===== config.mk =====
export PLATFORM = sky130hd
export DESIGN_NAME = arshs_front
export DESIGN_NICKNAME = d
export VERILOG_FILES = /design/src/hdl/arshs_pkg.sv /design/src/hdl/arshs_front.sv
export SDC_FILE = /design/constraint.sdc
export NUM_CORES = 1
export LEC_CHECK = 0
export ABC_AREA = 0
export BUFFER_PORTS_ARGS = -buffer_cell sky130_fd_sc_hd__buf_2
export CAP_MARGIN = 20
export CORE_MARGIN = 2
export CORE_UTILIZATION = 27
export CTS_BUF_LIST = sky130_fd_sc_hd__clkbuf_4 sky130_fd_sc_hd__clkbuf_8 sky130_fd_sc_hd__clkbuf_16
export DETAILED_ROUTE_END_ITERATION = 12
export HOLD_SLACK_MARGIN = 0.05
export PLACE_DENSITY = 0.57
export SYNTH_ARGS = -nofsm -noshare
export SYNTH_HDL_FRONTEND = slang
export SYNTH_SLANG_ARGS = --single-unit

===== constraint.sdc =====
create_clock -name clk -period 5.5 [get_ports clk]
set_input_delay 0.55 -clock clk [delete_from_list [all_inputs] [get_ports clk]]
set_output_delay 0.55 -clock clk [all_outputs]
set_load 0.005 [all_outputs]

===== src/hdl/arshs_pkg.sv =====
package arshs_pkg;

  localparam int BlockBytes = 16;
  localparam int QueueDepth = 2;
  localparam int FinSteps   = 12;

  // lane bytes in memory order, byte j at bits 8j+7:8j
  localparam logic [511:0] PI_LANES = {
    64'h1709_47b5_b5d5_843f,
    64'hdd50_7cc9_b729_acc0,
    64'h6c0c_e934_cf66_54be,
    64'h7713_d038_e621_2845,
    64'h896c_4eec_98fa_2e08,
    64'hd031_9f29_2238_09a4,
    64'h4473_7003_2e8a_1913,
    64'hd308_a385_886a_3f24
  };

  localparam logic [7:0] SBOX [256] = '{
    8'h63, 8'h7c, 8'h77, 8'h7b, 8'hf2, 8'h6b, 8'h6f, 8'hc5,
    8'h30, 8'h01, 8'h67, 8'h2b, 8'hfe, 8'hd7, 8'hab, 8'h76,
    8'hca, 8'h82, 8'hc9, 8'h7d, 8'hfa, 8'h59, 8'h47, 8'hf0,
    8'had, 8'hd4, 8'ha2, 8'haf, 8'h9c, 8'ha4, 8'h72, 8'hc0,
    8'hb7, 8'hfd, 8'h93, 8'h26, 8'h36, 8'h3f, 8'hf7, 8'hcc,
    8'h34, 8'ha5, 8'he5, 8'hf1, 8'h71, 8'hd8, 8'h31, 8'h15,
    8'h04, 8'hc7, 8'h23, 8'hc3, 8'h18, 8'h96, 8'h05, 8'h9a,
    8'h07, 8'h12, 8'h80, 8'he2, 8'heb, 8'h27, 8'hb2, 8'h75,
    8'h09, 8'h83, 8'h2c, 8'h1a, 8'h1b, 8'h6e, 8'h5a, 8'ha0,
    8'h52, 8'h3b, 8'hd6, 8'hb3, 8'h29, 8'he3, 8'h2f, 8'h84,
    8'h53, 8'hd1, 8'h00, 8'hed, 8'h20, 8'hfc, 8'hb1, 8'h5b,
    8'h6a, 8'hcb, 8'hbe, 8'h39, 8'h4a, 8'h4c, 8'h58, 8'hcf,
    8'hd0, 8'hef, 8'haa, 8'hfb, 8'h43, 8'h4d, 8'h33, 8'h85,
    8'h45, 8'hf9, 8'h02, 8'h7f, 8'h50, 8'h3c, 8'h9f, 8'ha8,
    8'h51, 8'ha3, 8'h40, 8'h8f, 8'h92, 8'h9d, 8'h38, 8'hf5,
    8'hbc, 8'hb6, 8'hda, 8'h21, 8'h10, 8'hff, 8'hf3, 8'hd2,
    8'hcd, 8'h0c, 8'h13, 8'hec, 8'h5f, 8'h97, 8'h44, 8'h17,
    8'hc4, 8'ha7, 8'h7e, 8'h3d, 8'h64, 8'h5d, 8'h19, 8'h73,
    8'h60, 8'h81, 8'h4f, 8'hdc, 8'h22, 8'h2a, 8'h90, 8'h88,
    8'h46, 8'hee, 8'hb8, 8'h14, 8'hde, 8'h5e, 8'h0b, 8'hdb,
    8'he0, 8'h32, 8'h3a, 8'h0a, 8'h49, 8'h06, 8'h24, 8'h5c,
    8'hc2, 8'hd3, 8'hac, 8'h62, 8'h91, 8'h95, 8'he4, 8'h79,
    8'he7, 8'hc8, 8'h37, 8'h6d, 8'h8d, 8'hd5, 8'h4e, 8'ha9,
    8'h6c, 8'h56, 8'hf4, 8'hea, 8'h65, 8'h7a, 8'hae, 8'h08,
    8'hba, 8'h78, 8'h25, 8'h2e, 8'h1c, 8'ha6, 8'hb4, 8'hc6,
    8'he8, 8'hdd, 8'h74, 8'h1f, 8'h4b, 8'hbd, 8'h8b, 8'h8a,
    8'h70, 8'h3e, 8'hb5, 8'h66, 8'h48, 8'h03, 8'hf6, 8'h0e,
    8'h61, 8'h35, 8'h57, 8'hb9, 8'h86, 8'hc1, 8'h1d, 8'h9e,
    8'he1, 8'hf8, 8'h98, 8'h11, 8'h69, 8'hd9, 8'h8e, 8'h94,
    8'h9b, 8'h1e, 8'h87, 8'he9, 8'hce, 8'h55, 8'h28, 8'hdf,
    8'h8c, 8'ha1, 8'h89, 8'h0d, 8'hbf, 8'he6, 8'h42, 8'h68,
    8'h41, 8'h99, 8'h2d, 8'h0f, 8'hb0, 8'h54, 8'hbb, 8'h16
  };

  typedef struct packed {
    logic [127:0] blk;
    logic [63:0]  cnt;
    logic         absorb;
    logic         final_job;
  } job_t;

  typedef enum logic [1:0] {
    BK_IDLE,
    BK_FIN,
    BK_OUT
  } back_state_t;

  function automatic logic [7:0] xtime(input logic [7:0] a);
    xtime = {a[6:0], 1'b0} ^ (a[7] ? 8'h1b : 8'h00);
  endfunction

  function automatic logic [127:0] aes_round(input logic [127:0] s, input logic [127:0] k);
    logic [7:0]   t [16];
    logic [127:0] r;
    logic [7:0]   a0, a1, a2, a3;
    for (int c = 0; c < 4; c++) begin
      for (int j = 0; j < 4; j++) begin
        t[j + 4 * c] = SBOX[s[8 * (j + 4 * ((c + j) % 4)) +: 8]];
      end
    end
    for (int c = 0; c < 4; c++) begin
      a0 = t[4 * c];
      a1 = t[4 * c + 1];
      a2 = t[4 * c + 2];
      a3 = t[4 * c + 3];
      r[8 * (4 * c) +: 8]     = xtime(a0) ^ xtime(a1) ^ a1 ^ a2 ^ a3 ^ k[8 * (4 * c) +: 8];
      r[8 * (4 * c + 1) +: 8] = a0 ^ xtime(a1) ^ xtime(a2) ^ a2 ^ a3
                                ^ k[8 * (4 * c + 1) +: 8];
      r[8 * (4 * c + 2) +: 8] = a0 ^ a1 ^ xtime(a2) ^ xtime(a3) ^ a3
                                ^ k[8 * (4 * c + 2) +: 8];
      r[8 * (4 * c + 3) +: 8] = xtime(a0) ^ a0 ^ a1 ^ a2 ^ xtime(a3)
                                ^ k[8 * (4 * c + 3) +: 8];
    end
    aes_round = r;
  endfunction

  function automatic logic [511:0] absorb(input logic [511:0] lanes, input logic [127:0] blk);
    logic [511:0] r;
    for (int l = 0; l < 4; l++) begin
      r[128 * l +: 128] = aes_round(lanes[128 * l +: 128] ^ blk, PI_LANES[128 * l +: 128]);
    end
    absorb = r;
  endfunction

endpackage


===== src/hdl/arshs_front.sv =====
module arshs_front
  import arshs_pkg::*;
(
  input  logic       clk,
  input  logic       rst,
  input  logic       in_valid,
  output logic       in_ready,
  input  logic [7:0] data_byte,
  input  logic       byte_valid,
  input  logic       message_end,
  output logic       push,
  output job_t       push_job,
  input  logic       queue_full
);

  logic [127:0] buffer;
  logic [3:0]   count;
  logic [63:0]  counter;

  logic         accept;
  logic [4:0]   count_new;
  logic [63:0]  counter_new;
  logic [127:0] merged;

  assign in_ready = !queue_full;
  assign accept   = in_valid && in_ready;

  always_comb begin
    count_new   = {1'b0, count} + {4'd0, byte_valid};
    counter_new = counter + (byte_valid ? 64'd8 : 64'd0);
    merged      = buffer;
    if (byte_valid) begin
      merged[8 * count +: 8] = data_byte;
    end
    // zero pad bytes past the fill level
    for (int i = 0; i < BlockBytes; i++) begin
      if (5'(i) >= count_new) begin
        merged[8 * i +: 8] = 8'h00;
      end
    end
    push                = accept && (count_new[4] || message_end);
    push_job.blk        = merged;
    push_job.cnt        = counter_new;
    push_job.absorb     = count_new != 5'd0;
    push_job.final_job  = message_end;
  end

  always_ff @(posedge clk) begin
    if (accept && byte_valid) begin
      buffer <= merged;
    end
  end

  always_ff @(posedge clk) begin
    if (rst) begin
      count   <= '0;
      counter <= '0;
    end else if (accept) begin
      count   <= push ? 4'd0 : count_new[3:0];
      counter <= message_end ? 64'd0 : counter_new;
    end
  end

endmodule


* Word level (Yosys, flattened, before mapping)
Cells that the tools add are included.
** Word-level totals
- Bits in registers :: 196
- Input port bits :: 14
- Word-level logic and storage cells :: 51
** Cells by class
- Add/sub/neg operators :: 3
- $lt $le $gt $ge :: 16
- Shift-type cells :: 2
- Muxes and demuxes :: 21
- Reductions and logical operators :: 6
** Operators with widths (count)
- 128-bit bitwise mux :: 1
- 128-bit 2-to-1 mux :: 1
- 8-bit 2-to-1 mux :: 16
- 8-bit by 34-bit variable shift with 128-bit output (first input constant) :: 1
- 8-bit by 34-bit indexed part select with 128-bit output :: 1
- 64-bit by 4-bit adder with 64-bit output :: 1
- 64-bit 2-to-1 mux :: 1
- 4-bit by 5-bit greater-or-equal comparator with 1-bit output (first input constant) :: 8
- 7-bit negation with 34-bit output :: 1
- 3-bit by 5-bit greater-or-equal comparator with 1-bit output (first input constant) :: 4
- 1-bit by 5-bit greater-or-equal comparator with 1-bit output (first input constant) :: 2
- 2-bit by 5-bit greater-or-equal comparator with 1-bit output (first input constant) :: 2
- 4-bit 2-to-1 mux :: 2
- 4-bit by 1-bit adder with 5-bit output :: 1
- 5-bit nonzero test :: 1
- 1-bit logical AND :: 3
- 1-bit logical NOT :: 1
- 1-bit logical OR :: 1

* Longest topological paths before layout
- Word-level depth :: 5
- Depth in mapped cells :: 11
- Gate-level depth less buffers :: 7

* Worst setup path after synthesis
Ideal clock, no wire load.
- Path type :: input to register
- Start point :: in in_valid
- End point :: reg buffer[0] (enable)
- Setup time :: 0.502 ns
- Data arrival time :: 4.121 ns
- Data required time :: 4.998 ns
- Setup slack :: 0.877 ns
- Cell stages on the path :: 4
- Buffers on the path :: 2
- Path through :: nor2b_1 -> clkbuf_1 -> clkbuf_1 -> and2_1
** On the way
- Cells in the longest elaborated chain, start to end :: 2
** RTL lines
- from (decl) :: RTL line arshs_front.sv:6 : input logic in_valid,
- 1-bit logical AND :: RTL line arshs_front.sv:26 : assign accept = in_valid && in_ready;
- 1-bit logical AND :: RTL line arshs_front.sv:49 : if (accept && byte_valid) begin
- to (signal assigned) :: RTL line arshs_front.sv:50 : buffer <= merged;
- to (decl) :: RTL line arshs_front.sv:16 : logic [127:0] buffer;
Every way passes these cells.
A chain may end at the register's enable or synchronous reset.

==> run summary <==
* 5145 um^2 — total area of sequential cells
* 2 — maximum root-to-sink buffer count
* 80 ps — clock transition time at the flip-flop clock pins of the worst setup and hold paths
* 214.7 MHz — highest clock frequency the design can meet
* 4110 ps — arrival time at the worst endpoint
* 0.006947 — arithmetic-cell share of the synthesized area counting full adders, half adders and majority gates
* count[0] — Worst Setup SP
* 4151 — fill count
* 496.9 ps — worst hold slack
* 0 — buffers inserted during post-CTS setup optimization
* 73 — number of rows in the core area
* 16520 um — total length of routed met2 wires
* 0.08151 — fraction of synthesized area in multiplexers
* yes — CTS tree
* 53940 um — first-pass GRT wire length
* 0.1042 — compound-gate portion of the synthesized area
* 1341 — final layout net count
* reg -> reg — worst min-delay path category
* 5.673 nW — leakage dissipation
* 0.2039 — layout cells sized above 1
* 0 — number of design rule violations left after detail routing
* 19 — largest driver fanout on the critical path
* false — setup repair after global routing missed its margin
* 0 — Final Max Slew Viols
* 0 — number of antenna violations at the first check in global routing
* 53 — largest net degree at the start of global routing
* 9.356 um^2 — Post-Synthesis Mean Instance Area
* 4 — number of levels the H-tree was split into
* 1859 — filler-free cell count of the finished design
* 750 ps — critical path's largest stage delay
* reg -> out — type of the worst setup path
* 0 — number of hold-slack violations in the final timing report
* count[0] — Reg-to-Reg Start
* 0 — global route overflow
* 0 — post-cts hold buffer count
* 2598 um — total length of routed met3 wires
* 1155 — cells after synthesis
* 63 — number of distinct library cells after synthesis
* 894.7 ps — slew at the pin closest to its max-slew limit
* 0.4036 — Max-Slew Margin vs Limit
* 0.8345 — global placer's final weighted congestion
* output pin — category of the worst setup path capture point
* 5 — TritonRoute pass-1 iters
* 0 ps — summed negative setup slack over all endpoints
* 0.2726 — Initial Util
* 0 — number of nets still failing antenna checks after routing
* 154.5 uV — maximum resistive drop on vdd
* 128 — count of flip-flops with a built-in enable after synthesis
* 19.20 um — Avg WL per Cell
* 9666 — DR vias
* 17 — clock buffer count from CTS
* 17.16 ps — Clock Skew
* clkbuf_16 — clock root buffer
* buf_2 — most common cell after layout, fill and taps aside
* met4 — top routing layer in use
* edfxtp_1 — Yosys top cell by area
* 5296 um^2 — total area of multi-input combinational cells
* 19.88% — area growth from synthesis to layout
* 460 ps — clock insertion delay at the later pin of the skew report
* 8828 — vias in the first global route
* 204.1 um — width of the die
* register — kind of start point of the critical path
* 4658 ps — shortest period the worst path allows
* 236.5 nW/um^2 — Pwr Density
* 0 — number of antenna repair diodes
* simple AND/OR/NAND/NOR gates — combinational family with the most area after synthesis
* 204.1 um — die height
* 39640 um^2 — Placeable Area
* nor2b_1 — slowest library cell on the worst path
* 10810 um^2 — area of the mapped netlist
* 0.3557 — area share of the leading cell type in the synthesized netlist
* 0.05106 — xor/xnor cell area share of the yosys netlist
* 15840 um — Metal-1 WL
* 0.2430 — Post-Synth Simple-Gate Area
* 193 — # clock sinks
* 193 — post-synthesis register bit count
* 0.4761 — register area share after synthesis
* complete, no violations — result of the run
* 0.1680 — Global Route Usage Sum
* 0 — number of warning messages in the yosys log
* 5.200 — Avg Vias per Cell
* 208 x buf_2, 161 x nor2_1, 128 x edfxtp_1 — commonest cells after routing, fill and taps aside
* edfxtp_1 — most frequently used flop master after synthesis
* edfxtp_1 36%, dfxtp_1 12%, mux2i_1 8.2%, nor2_1 5.6%, nand2_1 3.6% — leading cell types by total area after synthesis
* 35680 um — routed wire length
* 0.8469 — share of the cycle needed by the critical path after routing
* 0 — post-cts sizing count
* 206 — Port Buffer Count
* 4950 ps — Data required, critical path
* 0 — final-report setup violation count
* 41640 um^2 — floorplan die area
* counter[3] — Hold Path Origin
* 210 — I/O pins
* 761 — number of violations reported at the end of detailed-routing iteration 0
* 0 — ys async rst share
* 25500 um — detailed placer's ending HPWL
* 0 — # Max-Cap Violations
* inv_1, ha_1, xnor2_1, nor2b_1, buf_4, nand3_1, mux2i_1, nor2_1, buf_2 — cells along the critical path
* 1826 — Post-Place Cells
[Yosys cell counts, types with 4 or more instances]
library cell  number
a21oi_1           72
a22oi_1           10
a31oi_1           25
and2_1            20
and3_1            23
and4_1            14
buf_1              9
buf_4              4
clkbuf_1          64
dfxtp_1           65
edfxtp_1         128
ha_1               6
inv_1             18
mux2i_1           88
nand2_1          104
nand2b_1           8
nand3_1           50
nand4_1           57
nor2_1           162
nor3_1            29
nor4_1            13
o211ai_1           9
o21ai_0           24
o311ai_0           5
o31ai_1            4
or3_1             11
or4_1             13
xnor2_1           38
xor2_1            25
[cell type report]
type	instances	area share
multi-input cells	865	0.4088
flip-flops and latches	193	0.3971
repair buffers	226	0.09079
well taps	525	0.05071
clock buffers	17	0.03284
clock inverters	15	0.01449
inverters	18	0.005215
[sequential cells by signal, summed over array words and instances, names as in the netlist]
signal and count:
count 4, buffer 128, counter 61
[worst paths after layout]
check | cells after the start | slack, ps | end
worst min-delay path | 2 | 500 | counter[3]
worst max-delay path | 9 | 840 | push_job[169]
worst min register to register | 2 | 500 | counter[3]
worst max register to register | 8 | 1790 | buffer[101]
[per-stage QoR]
step	instance area [um^2]	worst slack (ps)	total power, W	util
global placement	12330	1467	0.001754	0.3111
finish	12950	842.2	0.003064	0.3268
global route	12950	490.1	0.003171	0.3268
floorplan	10810	877.5	0.001691	-
detailed placement	12340	1259	0.001757	0.3112
CTS	12950	752.0	0.003097	0.3267
[critical path: cells and delay by family (launching register included)]
family	cells	cell delay, ps
AND/OR/NAND/NOR	3	1260
flip-flops	1	660
adder cells (fa/ha/maj)	1	280
multiplexers	1	210
XOR/XNOR	1	550
buffers and inverters	3	680
[per-layer routing]
metal,track usage,vias up
li1,-,4601
met1,0.2295,4660
met2,0.2643,364
met3,0.03795,41
met4,0.05098,0
met5,0,-
[power by group]
part / total [W] / switching, W / internal (W)
clock: 0.00134 / 0.000646 / 0.000694
sequential: 0.00157 / 0.00000734 / 0.00156
combinational: 0.000158 / 0.000116 / 0.0000413
total: 0.00306 / 0.000770 / 0.00229
[cells by family after synthesis]
group / Yosys count
simple gates: 525
flops: 193
compound gates: 180
buf+inv: 99
mux: 88
xor+xnor: 63
fa+ha+maj: 6
other cells: 1
(Power assumes the default switching activity.)
