<file path="config.mk">
export PLATFORM = sky130hd
export DESIGN_NAME = arshs_queue
export DESIGN_NICKNAME = d
export VERILOG_FILES = /design/src/hdl/arshs_pkg.sv /design/src/hdl/arshs_queue.sv
export SDC_FILE = /design/constraint.sdc
export NUM_CORES = 1
export LEC_CHECK = 0
export BUFFER_PORTS_ARGS = -buffer_cell sky130_fd_sc_hd__buf_2
export CORE_ASPECT_RATIO = 1.25
export CORE_MARGIN = 3
export CORE_UTILIZATION = 30
export DETAILED_ROUTE_END_ITERATION = 12
export SYNTH_ARGS = -nofsm -noshare
export SYNTH_HDL_FRONTEND = slang
export SYNTH_SLANG_ARGS = --single-unit
</file>
<file path="constraint.sdc">
create_clock -name clk -period 9.7 [get_ports clk]
set_input_delay 0.97 -clock clk [delete_from_list [all_inputs] [get_ports clk]]
set_output_delay 0.97 -clock clk [all_outputs]
set_load 0.01 [all_outputs]
</file>
<file path="src/hdl/arshs_pkg.sv">
package arshs_pkg;

  localparam int BlockBytes = 16;
  localparam int QueueDepth = 2;
  localparam int FinSteps   = 12;

  // lane bytes in memory order, byte j at bits 8j+7:8j
  localparam logic [511:0] PI_LANES = {
    64'h1709_47b5_b5d5_843f,
    64'hdd50_7cc9_b729_acc0,
    64'h6c0c_e934_cf66_54be,
    64'h7713_d038_e621_2845,
    64'h896c_4eec_98fa_2e08,
    64'hd031_9f29_2238_09a4,
    64'h4473_7003_2e8a_1913,
    64'hd308_a385_886a_3f24
  };

  localparam logic [7:0] SBOX [256] = '{
    8'h63, 8'h7c, 8'h77, 8'h7b, 8'hf2, 8'h6b, 8'h6f, 8'hc5,
    8'h30, 8'h01, 8'h67, 8'h2b, 8'hfe, 8'hd7, 8'hab, 8'h76,
    8'hca, 8'h82, 8'hc9, 8'h7d, 8'hfa, 8'h59, 8'h47, 8'hf0,
    8'had, 8'hd4, 8'ha2, 8'haf, 8'h9c, 8'ha4, 8'h72, 8'hc0,
    8'hb7, 8'hfd, 8'h93, 8'h26, 8'h36, 8'h3f, 8'hf7, 8'hcc,
    8'h34, 8'ha5, 8'he5, 8'hf1, 8'h71, 8'hd8, 8'h31, 8'h15,
    8'h04, 8'hc7, 8'h23, 8'hc3, 8'h18, 8'h96, 8'h05, 8'h9a,
    8'h07, 8'h12, 8'h80, 8'he2, 8'heb, 8'h27, 8'hb2, 8'h75,
    8'h09, 8'h83, 8'h2c, 8'h1a, 8'h1b, 8'h6e, 8'h5a, 8'ha0,
    8'h52, 8'h3b, 8'hd6, 8'hb3, 8'h29, 8'he3, 8'h2f, 8'h84,
    8'h53, 8'hd1, 8'h00, 8'hed, 8'h20, 8'hfc, 8'hb1, 8'h5b,
    8'h6a, 8'hcb, 8'hbe, 8'h39, 8'h4a, 8'h4c, 8'h58, 8'hcf,
    8'hd0, 8'hef, 8'haa, 8'hfb, 8'h43, 8'h4d, 8'h33, 8'h85,
    8'h45, 8'hf9, 8'h02, 8'h7f, 8'h50, 8'h3c, 8'h9f, 8'ha8,
    8'h51, 8'ha3, 8'h40, 8'h8f, 8'h92, 8'h9d, 8'h38, 8'hf5,
    8'hbc, 8'hb6, 8'hda, 8'h21, 8'h10, 8'hff, 8'hf3, 8'hd2,
    8'hcd, 8'h0c, 8'h13, 8'hec, 8'h5f, 8'h97, 8'h44, 8'h17,
    8'hc4, 8'ha7, 8'h7e, 8'h3d, 8'h64, 8'h5d, 8'h19, 8'h73,
    8'h60, 8'h81, 8'h4f, 8'hdc, 8'h22, 8'h2a, 8'h90, 8'h88,
    8'h46, 8'hee, 8'hb8, 8'h14, 8'hde, 8'h5e, 8'h0b, 8'hdb,
    8'he0, 8'h32, 8'h3a, 8'h0a, 8'h49, 8'h06, 8'h24, 8'h5c,
    8'hc2, 8'hd3, 8'hac, 8'h62, 8'h91, 8'h95, 8'he4, 8'h79,
    8'he7, 8'hc8, 8'h37, 8'h6d, 8'h8d, 8'hd5, 8'h4e, 8'ha9,
    8'h6c, 8'h56, 8'hf4, 8'hea, 8'h65, 8'h7a, 8'hae, 8'h08,
    8'hba, 8'h78, 8'h25, 8'h2e, 8'h1c, 8'ha6, 8'hb4, 8'hc6,
    8'he8, 8'hdd, 8'h74, 8'h1f, 8'h4b, 8'hbd, 8'h8b, 8'h8a,
    8'h70, 8'h3e, 8'hb5, 8'h66, 8'h48, 8'h03, 8'hf6, 8'h0e,
    8'h61, 8'h35, 8'h57, 8'hb9, 8'h86, 8'hc1, 8'h1d, 8'h9e,
    8'he1, 8'hf8, 8'h98, 8'h11, 8'h69, 8'hd9, 8'h8e, 8'h94,
    8'h9b, 8'h1e, 8'h87, 8'he9, 8'hce, 8'h55, 8'h28, 8'hdf,
    8'h8c, 8'ha1, 8'h89, 8'h0d, 8'hbf, 8'he6, 8'h42, 8'h68,
    8'h41, 8'h99, 8'h2d, 8'h0f, 8'hb0, 8'h54, 8'hbb, 8'h16
  };

  typedef struct packed {
    logic [127:0] blk;
    logic [63:0]  cnt;
    logic         absorb;
    logic         final_job;
  } job_t;

  typedef enum logic [1:0] {
    BK_IDLE,
    BK_FIN,
    BK_OUT
  } back_state_t;

  function automatic logic [7:0] xtime(input logic [7:0] a);
    xtime = {a[6:0], 1'b0} ^ (a[7] ? 8'h1b : 8'h00);
  endfunction

  function automatic logic [127:0] aes_round(input logic [127:0] s, input logic [127:0] k);
    logic [7:0]   t [16];
    logic [127:0] r;
    logic [7:0]   a0, a1, a2, a3;
    for (int c = 0; c < 4; c++) begin
      for (int j = 0; j < 4; j++) begin
        t[j + 4 * c] = SBOX[s[8 * (j + 4 * ((c + j) % 4)) +: 8]];
      end
    end
    for (int c = 0; c < 4; c++) begin
      a0 = t[4 * c];
      a1 = t[4 * c + 1];
      a2 = t[4 * c + 2];
      a3 = t[4 * c + 3];
      r[8 * (4 * c) +: 8]     = xtime(a0) ^ xtime(a1) ^ a1 ^ a2 ^ a3 ^ k[8 * (4 * c) +: 8];
      r[8 * (4 * c + 1) +: 8] = a0 ^ xtime(a1) ^ xtime(a2) ^ a2 ^ a3
                                ^ k[8 * (4 * c + 1) +: 8];
      r[8 * (4 * c + 2) +: 8] = a0 ^ a1 ^ xtime(a2) ^ xtime(a3) ^ a3
                                ^ k[8 * (4 * c + 2) +: 8];
      r[8 * (4 * c + 3) +: 8] = xtime(a0) ^ a0 ^ a1 ^ a2 ^ xtime(a3)
                                ^ k[8 * (4 * c + 3) +: 8];
    end
    aes_round = r;
  endfunction

  function automatic logic [511:0] absorb(input logic [511:0] lanes, input logic [127:0] blk);
    logic [511:0] r;
    for (int l = 0; l < 4; l++) begin
      r[128 * l +: 128] = aes_round(lanes[128 * l +: 128] ^ blk, PI_LANES[128 * l +: 128]);
    end
    absorb = r;
  endfunction

endpackage

</file>
<file path="src/hdl/arshs_queue.sv">
module arshs_queue
  import arshs_pkg::*;
(
  input  logic clk,
  input  logic rst,
  input  logic push,
  input  job_t push_job,
  output logic full,
  output logic pop_valid,
  input  logic pop,
  output job_t pop_job
);

  job_t       mem [QueueDepth];
  logic       wr_ptr;
  logic       rd_ptr;
  logic [1:0] used;

  assign full      = used == 2'(QueueDepth);
  assign pop_valid = used != 2'd0;
  assign pop_job   = mem[rd_ptr];

  always_ff @(posedge clk) begin
    if (push) begin
      mem[wr_ptr] <= push_job;
    end
  end

  always_ff @(posedge clk) begin
    if (rst) begin
      wr_ptr <= 1'b0;
      rd_ptr <= 1'b0;
      used   <= '0;
    end else begin
      if (push) begin
        wr_ptr <= !wr_ptr;
      end
      if (pop) begin
        rd_ptr <= !rd_ptr;
      end
      used <= used + {1'b0, push} - {1'b0, pop};
    end
  end

endmodule

</file>
Word-level counts from Yosys, hierarchy flattened. Memory sizes are Yosys's and may differ from the RTL's. A register that Yosys moved wholly into a read port is not among the register bits. Cells that the tools add are included.

Input bits: 198. Register bits: 4. Output and inout port bits: 196. Word-level logic and storage cells: 14. Memories kept: 1. Memory bits (writable): 388.

Add/sub/neg operators: 2. Muxes and demuxes: 4. Reductions and logical operators: 3. Equal/unequal tests: 1.

Memory list: mem (words 2, width 194, rd ports 1, clocked after Yosys merged registers in 1, wr ports 1, RTL line arshs_queue.sv:14) `job_t mem [QueueDepth];`.

Operators by type and width (number): 2-to-1 mux 1 bit (4); adder 2 x 1 -> 2 bit (1); == test 2 bit (second input constant) (1); zero test 1 bit (2); nonzero test 2 bit (1); subtractor 2 x 1 -> 2 bit (1).

Longest topological paths before layout. Gate-level depths: netlist of the first run.

Depth after elaboration: 3. Gate-level depth with buffers: 6. Mapped depth without buffers: 6.

Worst setup path after synthesis of the first run. No wires, ideal clock.

Path kind: input port to flip-flop. Start: input push. End: memory mem[0][0] (netlist bit), enable pin. Path slack: -0.412 ns. Cell stages on the path: 1. Arrival time: 9.337 ns. Required time: 8.925 ns. Library setup time: 0.775 ns. Path buffers: 0. Cells stage by stage: nor2b_1.

Cells in the longest elaborated chain, start to end: 2.

Ends and longest elaborated chain: start, declared (RTL line arshs_queue.sv:6) `input logic push,`; 2-to-1 mux 1 bit (RTL line arshs_queue.sv:24) `if (push) begin`; 2-to-1 mux 1 bit (not written as such) (RTL line arshs_queue.sv:25) `mem[wr_ptr] <= push_job;`; end, declared (RTL line arshs_queue.sv:14).

No other way between the ends.

==> parameters.txt, run 1 <==
Parameter                              Value

Placement
  Placer Congestion ... 0.739
  Detailed placer's ending HPWL ... 22100 um
  Port Buffers ... 393

Floorplan
  Starting density of the core ... 30.6%
  I/O pin count ... 394
  Vertical die dimension ... 255 um
  Number of rows created at floorplan ... 90
  Core box area ... a little under 0.05 mm^2
  Die ar. ... 0.0524 mm^2
  Die width ... 205 um

Clock tree
  Number of clock sinks ... 393
  Post-CTS clock slew at the launch and capture registers of the worst setup and hold paths ... ~0.060 ns
  Setup bufs post-CTS ... 0
  Later-pin clock latency in the skew report ... ~0.55 ns
  CTS tree ... yes
  Clock Tree Root ... sky130_fd_sc_hd__clkbuf_16
  Clock buffer count from CTS ... 40
  Number of buffers on the longest clock path ... 3
  Hold buffer count at cts ... 0
  Post-CTS resize count ... 0
  # H-tree levels ... 2

Power and ir drop
  Register share of total power ... 50.9%
  Clock share of power ... between 30 and 40%
  Power density cells ... 211 mW/mm^2
  Leak Pwr ... 7.28 nW
  Switching power summed over all nets ... about 0.9 mW
  Switching Fraction ... 22.3%
  Cell-internal power ... 3.09 mW
  Relative contribution of combinational cells to total power ... 11.6%
  Worst IR Drop VDD ... approximately 0.00017 V

Routing
  Number of DRC markers in iteration 0 ... around 350
  Sum of routed wire length over all layers ... 31800 um
  Via/cell ratio ... 4.20
  Count of nets left with antenna violations after detail routing ... 0
  Drt first pass iters ... 4
  Number of remaining DRC errors ... 0
  Wire length per cell after detailed routing ... 18.4 um
  Total via count in the routed design ... 7258

Worst hold path
  Worst hold path endpoint ... rd_ptr
  Depth of the worst hold-timing path ... 2
  Hold Crit Start ... rd_ptr
  Worst hold path type ... reg -> reg

Timing
  Number of pins with negative max-slew slack in the final report ... 0
  Final hold violation count ... 0
  Fmax ... between 200 and 250 MHz
  Sum of negative setup slack ... 0 ns
  Actual slew at the worst max-slew pin ... 1.04 ns
  Max Clock Skew ... around 0.013 ns
  Period Utilization, post-route ... 47.4%
  Setup violation total in the final timing report ... 0
  RSZ-0062 raised after global routing ... false
  Crit path time final ... between 4 and 5 ns
  Worst hold slack across all endpoints ... 0.526 ns
  Worst slew margin relative to its limit ... approximately 31%

Synthesis
  Part of the Yosys area used for sequential elements ... between 70% and 80%
  Post-synthesis cell type with the largest combined area ... sky130_fd_sc_hd__edfxtp_1
  Number of distinct library cells after synthesis ... 15
  Average cell area after synthesis ... around 24 um^2
  Gate count of the mapped netlist ... ~630
  Synthesized Nets ... 825
  Warnings, synthesis ... 0
  Combined area of all synthesized cells ... 0.0149 mm^2
  Number of synthesized register bits ... between 300 and 400
  Top cells by area, synth ... sky130_fd_sc_hd__edfxtp_1 (78%), sky130_fd_sc_hd__mux2_4 (16%), sky130_fd_sc_hd__mux2_2 (2.6%), sky130_fd_sc_hd__buf_6 (1.4%), sky130_fd_sc_hd__dfxtp_1 (0.67%)
  Fraction of post-synthesis cell area in the top cell type by area ... 78.3%

Setup path
  Cell type group with the largest total delay on the critical path ... buffers and inverters
  Maximum cell stage delay along the critical path ... 0.84 ns
  Setup slack of the worst register-to-register path ... 6.95 ns
  Length in cells of the worst reg-to-reg path ... 3
  Crit path buf inv count ... 3
  Critical Path Start Type ... flop
  Worst reg2reg endpoint ... mem[1][32]
  Max Fanout on Critical Path ... 51
  Worst endpoint required time ... 8.73 ns
  CP arrival ... 3.63 ns
  Library cell appearing most often on the critical path ... sky130_fd_sc_hd__buf_4
  Startpoint of the lowest-slack register-to-register path ... wr_ptr
  Slowest stage cell on the critical path ... sky130_fd_sc_hd__dfxtp_4
  Kind of critical path ... reg -> out
  Critical Path, Cell by Cell ... buf_4 > buf_4 > mux2_4 > buf_2
  Kind of end point of the critical path ... output port

Finish
  Final core utilization ... 38.7%
  Number of nets in the finished design ... around 1200
  Filler Cell Count ... ~4500
  Fraction of final layout cells sized beyond drive strength 1 ... 61.0%
  Relative area change from synthesis to final layout ... 26.3%

Global route
  Maximum number of pins on one net before global-route repair ... 154
  Global routing usage summed across all routing layers ... 11.7%
  Number of global-route vias before repair ... 7846
  Total global routing overflow ... 0
  Initial antenna violation count ... 15
  Wire length of the first global-routing pass ... 46800 um

Status
  Status ... complete, no violations

Run
  Max-Cap Viols ... 0
-- final cells by class --
cell class | count | area (um^2) | share of cell area (%)
Antenna cell | 6 | 15.0 | 0.0798
Clock buffer | 49 | 1070 | 5.67
Clock inverter | 24 | 210 | 1.12
Inverter | 2 | 7.51 | 0.0399
Multi-Input combinational cell | 208 | 2910 | 15.5
Sequential cell | 393 | 11800 | 62.5
Tap cell | 644 | 806 | 4.28
Timing Repair Buffer | 401 | 2040 | 10.8
-- synthesized netlist by cell type, drive strengths merged --
cell type  count
and2           1
buf           22
dfxtp          5
edfxtp       388
ha             2
inv            2
mux2         194
nor2           4
nor2b          3
or2            1
xnor2          2
xnor3          1
-- worst register-to-register path, stage by stage, from the launching register on --
cell and delay, ns:
sky130_fd_sc_hd__dfxtp_1 0.41, sky130_fd_sc_hd__and2_4 0.58, sky130_fd_sc_hd__buf_4 0.64, sky130_fd_sc_hd__buf_4 0.71
-- registers in the layout, summed over array words and instances, names as in the netlist, named ones only --
name    flops
rd_ptr      1
mem       388
wr_ptr      1
used        2
-- logic make-up after synthesis --
kind of cell | share of synthesized area, %
DFF | 78.9
buffers and inverters | 1.61
muxes | 18.7
and+or+nand+nor | 0.311
xor gates and xnor gates | 0.269
adders and majority gates | 0.168
-- per-layer routing --
| metal | vias to the layer above | track usage [%] | wire length [um] |
|---|---|---|---|
| li1 | 3343 | - | - |
| met5 | - | 0 | 95 |
| met4 | 16 | 5.06 | 1080 |
| met2 | 254 | 20.1 | 16400 |
| met1 | 3572 | 12.9 | 11500 |
| met3 | 73 | 4.74 | 2760 |
-- power by group through the flow --
stage	clock [mW]	combinational (mW)	sequential (mW)
after floorplan	0	0.296	2.06
after global placement	0	0.463	2.05
after detailed placement	0	0.471	2.06
after CTS	1.55	0.472	2.02
after global routing	1.61	0.497	2.03
final	1.49	0.460	2.02
-- worst max path at each step --
stage,from,to,cells after the start
6_report,flop,pop_job[107],4
5_1_grt,flop,pop_job[70],4
2_1_floorplan,push,mem[0][0],1
4_1_cts,flop,pop_job[70],4
3_5_place_dp,flop,pop_job[63],4
3_3_place_gp,flop,pop_job[161],4
-- cells in the final DEF (no fill, tap or decap), types with 5 or more instances in the layout --
| master | n |
|---|---|
| sky130_fd_sc_hd__buf_2 | 393 |
| sky130_fd_sc_hd__edfxtp_1 | 388 |
| sky130_fd_sc_hd__mux2_4 | 160 |
| sky130_fd_sc_hd__clkbuf_16 | 41 |
| sky130_fd_sc_hd__mux2_2 | 34 |
| sky130_fd_sc_hd__clkinv_1 | 8 |
| sky130_fd_sc_hd__clkbuf_1 | 7 |
| sky130_fd_sc_hd__buf_4 | 7 |
| sky130_fd_sc_hd__diode_2 | 6 |
| sky130_fd_sc_hd__clkinv_2 | 5 |
-- per-stage QoR --
| stage | power, mW | instance area [um^2] | cells | setup WS, ns |
|---|---|---|---|---|
| 2_1_floorplan | 2.35 | 14900 | 625 | 3.24 |
| 3_3_place_gp | 2.52 | 17500 | 1648 | 5.70 |
| 6_report | 3.97 | 18800 | 1727 | 5.10 |
| 4_1_cts | 4.04 | 18800 | 1721 | 5.01 |
| 5_1_grt | 4.14 | 18800 | 1726 | 4.91 |
| 3_5_place_dp | 2.53 | 17500 | 1648 | 5.62 |
(Power assumes the default switching activity.)
==> run 2: changes to the inputs <==
==> constraint.sdc (replaced) <==
create_clock -name clk -period 4.7 [get_ports clk]
set_input_delay 0.47 -clock clk [delete_from_list [all_inputs] [get_ports clk]]
set_output_delay 0.47 -clock clk [all_outputs]
set_load 0.01 [all_outputs]
==> run 2 against run 1 <==
  * Routed wire length up 3.1%
  * Clock skew increased by 0.00098 ns
  * Critical path depth fell by 1
  * Core utilization grew 0.070 points
  * Hold slack got worse by 0.41 ns
==> parameters.txt, run 2 (synthesis gave the netlist of run 1 again) <==
Parameter                              Value

Status
  Status ... complete, no violations

Finish
  Most common library cell in the layout ignoring fill and taps ... sky130_fd_sc_hd__buf_2
  Commonest non-fill, non-tap cells in the layout ... sky130_fd_sc_hd__buf_2 (393), sky130_fd_sc_hd__edfxtp_1 (388), sky130_fd_sc_hd__mux2_4 (160)
  Layout Cell Area excl Fill ... 0.0188 mm^2
  Fraction of final layout cells sized beyond drive strength 1 ... roughly three fifths
  Biggest regs ... mem: 388 flops, used: 2 flops
  Relative area change from synthesis to final layout ... 26.5%
  Most flops, register ... mem
  Number of nets in the finished design ... 1254
  Max FFs per register ... 388

Clock tree
  Setup bufs post-CTS ... 0
  Number of buffers on the longest clock path ... 3
  Post-CTS resize count ... 0
  CTS tree ... yes
  Clock buffer count from CTS ... 41
  Clock Tree Root ... sky130_fd_sc_hd__clkbuf_16
  # H-tree levels ... 2
  Later-pin clock latency in the skew report ... between 0.5 and 0.6 ns
  Post-CTS clock slew at the launch and capture registers of the worst setup and hold paths ... 0.06 ns
  Hold buffer count at cts ... 0
  Number of clock sinks ... 393

Routing
  Via/cell ratio ... roughly 4.2
  Number of remaining DRC errors ... 0
  Count of nets left with antenna violations after detail routing ... 0
  Drt first pass iters ... 6
  M1 WL ... 11800 um
  Highest routed layer ... met5
  Number of DRC markers in iteration 0 ... approximately 260
  Met3 layer wire length in the routed design ... 3210 um
  Sum of routed wire length over all layers ... 32800 um
  Total via count in the routed design ... between 7000 and 8000
  Met2 routed wirelength ... roughly 16000 um
  Wire length per cell after detailed routing ... 18.9 um

Power and ir drop
  Power density cells ... 427 mW/mm^2
  Worst IR Drop VDD ... between 0.0002 and 0.0003 V
  Leak Pwr ... 7.30 nW

Global route
  Global routing usage summed across all routing layers ... 12.0%
  Maximum number of pins on one net before global-route repair ... 63
  Initial antenna violation count ... 16
  Total global routing overflow ... 0
  Number of global-route vias before repair ... 7859
  Wire length of the first global-routing pass ... 47400 um

Timing
  Fmax ... 331 MHz
  Final hold violation count ... 0
  Period Utilization, post-route ... between 60% and 70%
  RSZ-0062 raised after global routing ... false
  Sum of negative setup slack ... 0 ns
  Setup violation total in the final timing report ... 0
  Actual slew at the worst max-slew pin ... 1.10 ns
  Crit path time final ... a little over 3 ns
  Max Clock Skew ... approximately 0.014 ns
  Number of pins with negative max-slew slack in the final report ... 0
  Worst slew margin relative to its limit ... 26.3%

Setup path
  Critical Path Start Type ... flop
  Slowest stage cell on the critical path ... sky130_fd_sc_hd__dfxtp_4
  Cell type group with the largest total delay on the critical path ... flip-flops
  Maximum cell stage delay along the critical path ... 0.98 ns
  CP arrival ... 2.55 ns
  Max Fanout on Critical Path ... between 50 and 60
  Kind of critical path ... reg -> out
  Crit path buf inv count ... 2
  Worst endpoint required time ... 4.23 ns
  Kind of end point of the critical path ... output port
  Critical Path, Cell by Cell ... buf_4 > mux2_4 > buf_2

Placement
  Placer Congestion ... 0.744
  Placed cell area ... 0.0176 mm^2
  Port Buffers ... 393
  Detailed placer's ending HPWL ... 22900 um

Floorplan
  I/O pin count ... 394
  Die ar. ... around 0.052 mm^2
  Number of rows created at floorplan ... 90
  Core box area ... 0.0486 mm^2
  Starting density of the core ... 30.6%
  Die width ... a little over 200 um
  Vertical die dimension ... 255 um

Worst hold path
  Worst hold path type ... in -> reg

Run
  Max-Cap Viols ... 0
## run 2: layer usage
metal / GRT usage (%) / vias up
met5: 0 / -
met4: 5.39 / 16
met3: 5.33 / 92
met2: 20.2 / 276
met1: 13.2 / 3613
li1: - / 3356
## run 2: cell type report
type | count | area (um^2)
multi-input combinational | 208 | 2910
timing repair buffer | 408 | 2150
inverter | 2 | 7.51
tap | 644 | 806
antenna | 6 | 15.0
sequential | 393 | 11800
clock inverter | 18 | 120
fill | 4542 | 29800
clock buffer | 54 | 1070
## run 2: report_power, final
| group | internal [mW] | switching, mW |
|---|---|---|
| Clock | 1.66 | 1.25 |
| Sequential | 4.10 | 0.0767 |
| Combinational | 0.494 | 0.468 |
| Total | 6.25 | 1.80 |
## run 2: path summary, 6_finish.rpt
path         depth (start not counted)     endpoint        start  slack (ns)
max                                  3  pop_job[88]         flop        1.68
min                                  1    mem[0][5]  push_job[5]        0.12
min reg2reg                          2         flop       rd_ptr        0.51
max reg2reg                          2   mem[0][98]       wr_ptr        2.65
## run 2: metrics by stage
stage	setup slack [ns]	hold WS [ns]	total power, mW	util (%)	instances
after global routing	1.53	0.0790	8.40	38.7	1731
after global placement	2.17	0.489	5.22	36.2	1655
after floorplan	0.890	0.480	4.83	-	625
after CTS	1.58	0.0695	8.19	38.7	1727
final	1.68	0.116	8.05	38.7	1733
after detailed placement	2.17	0.502	5.23	36.2	1655
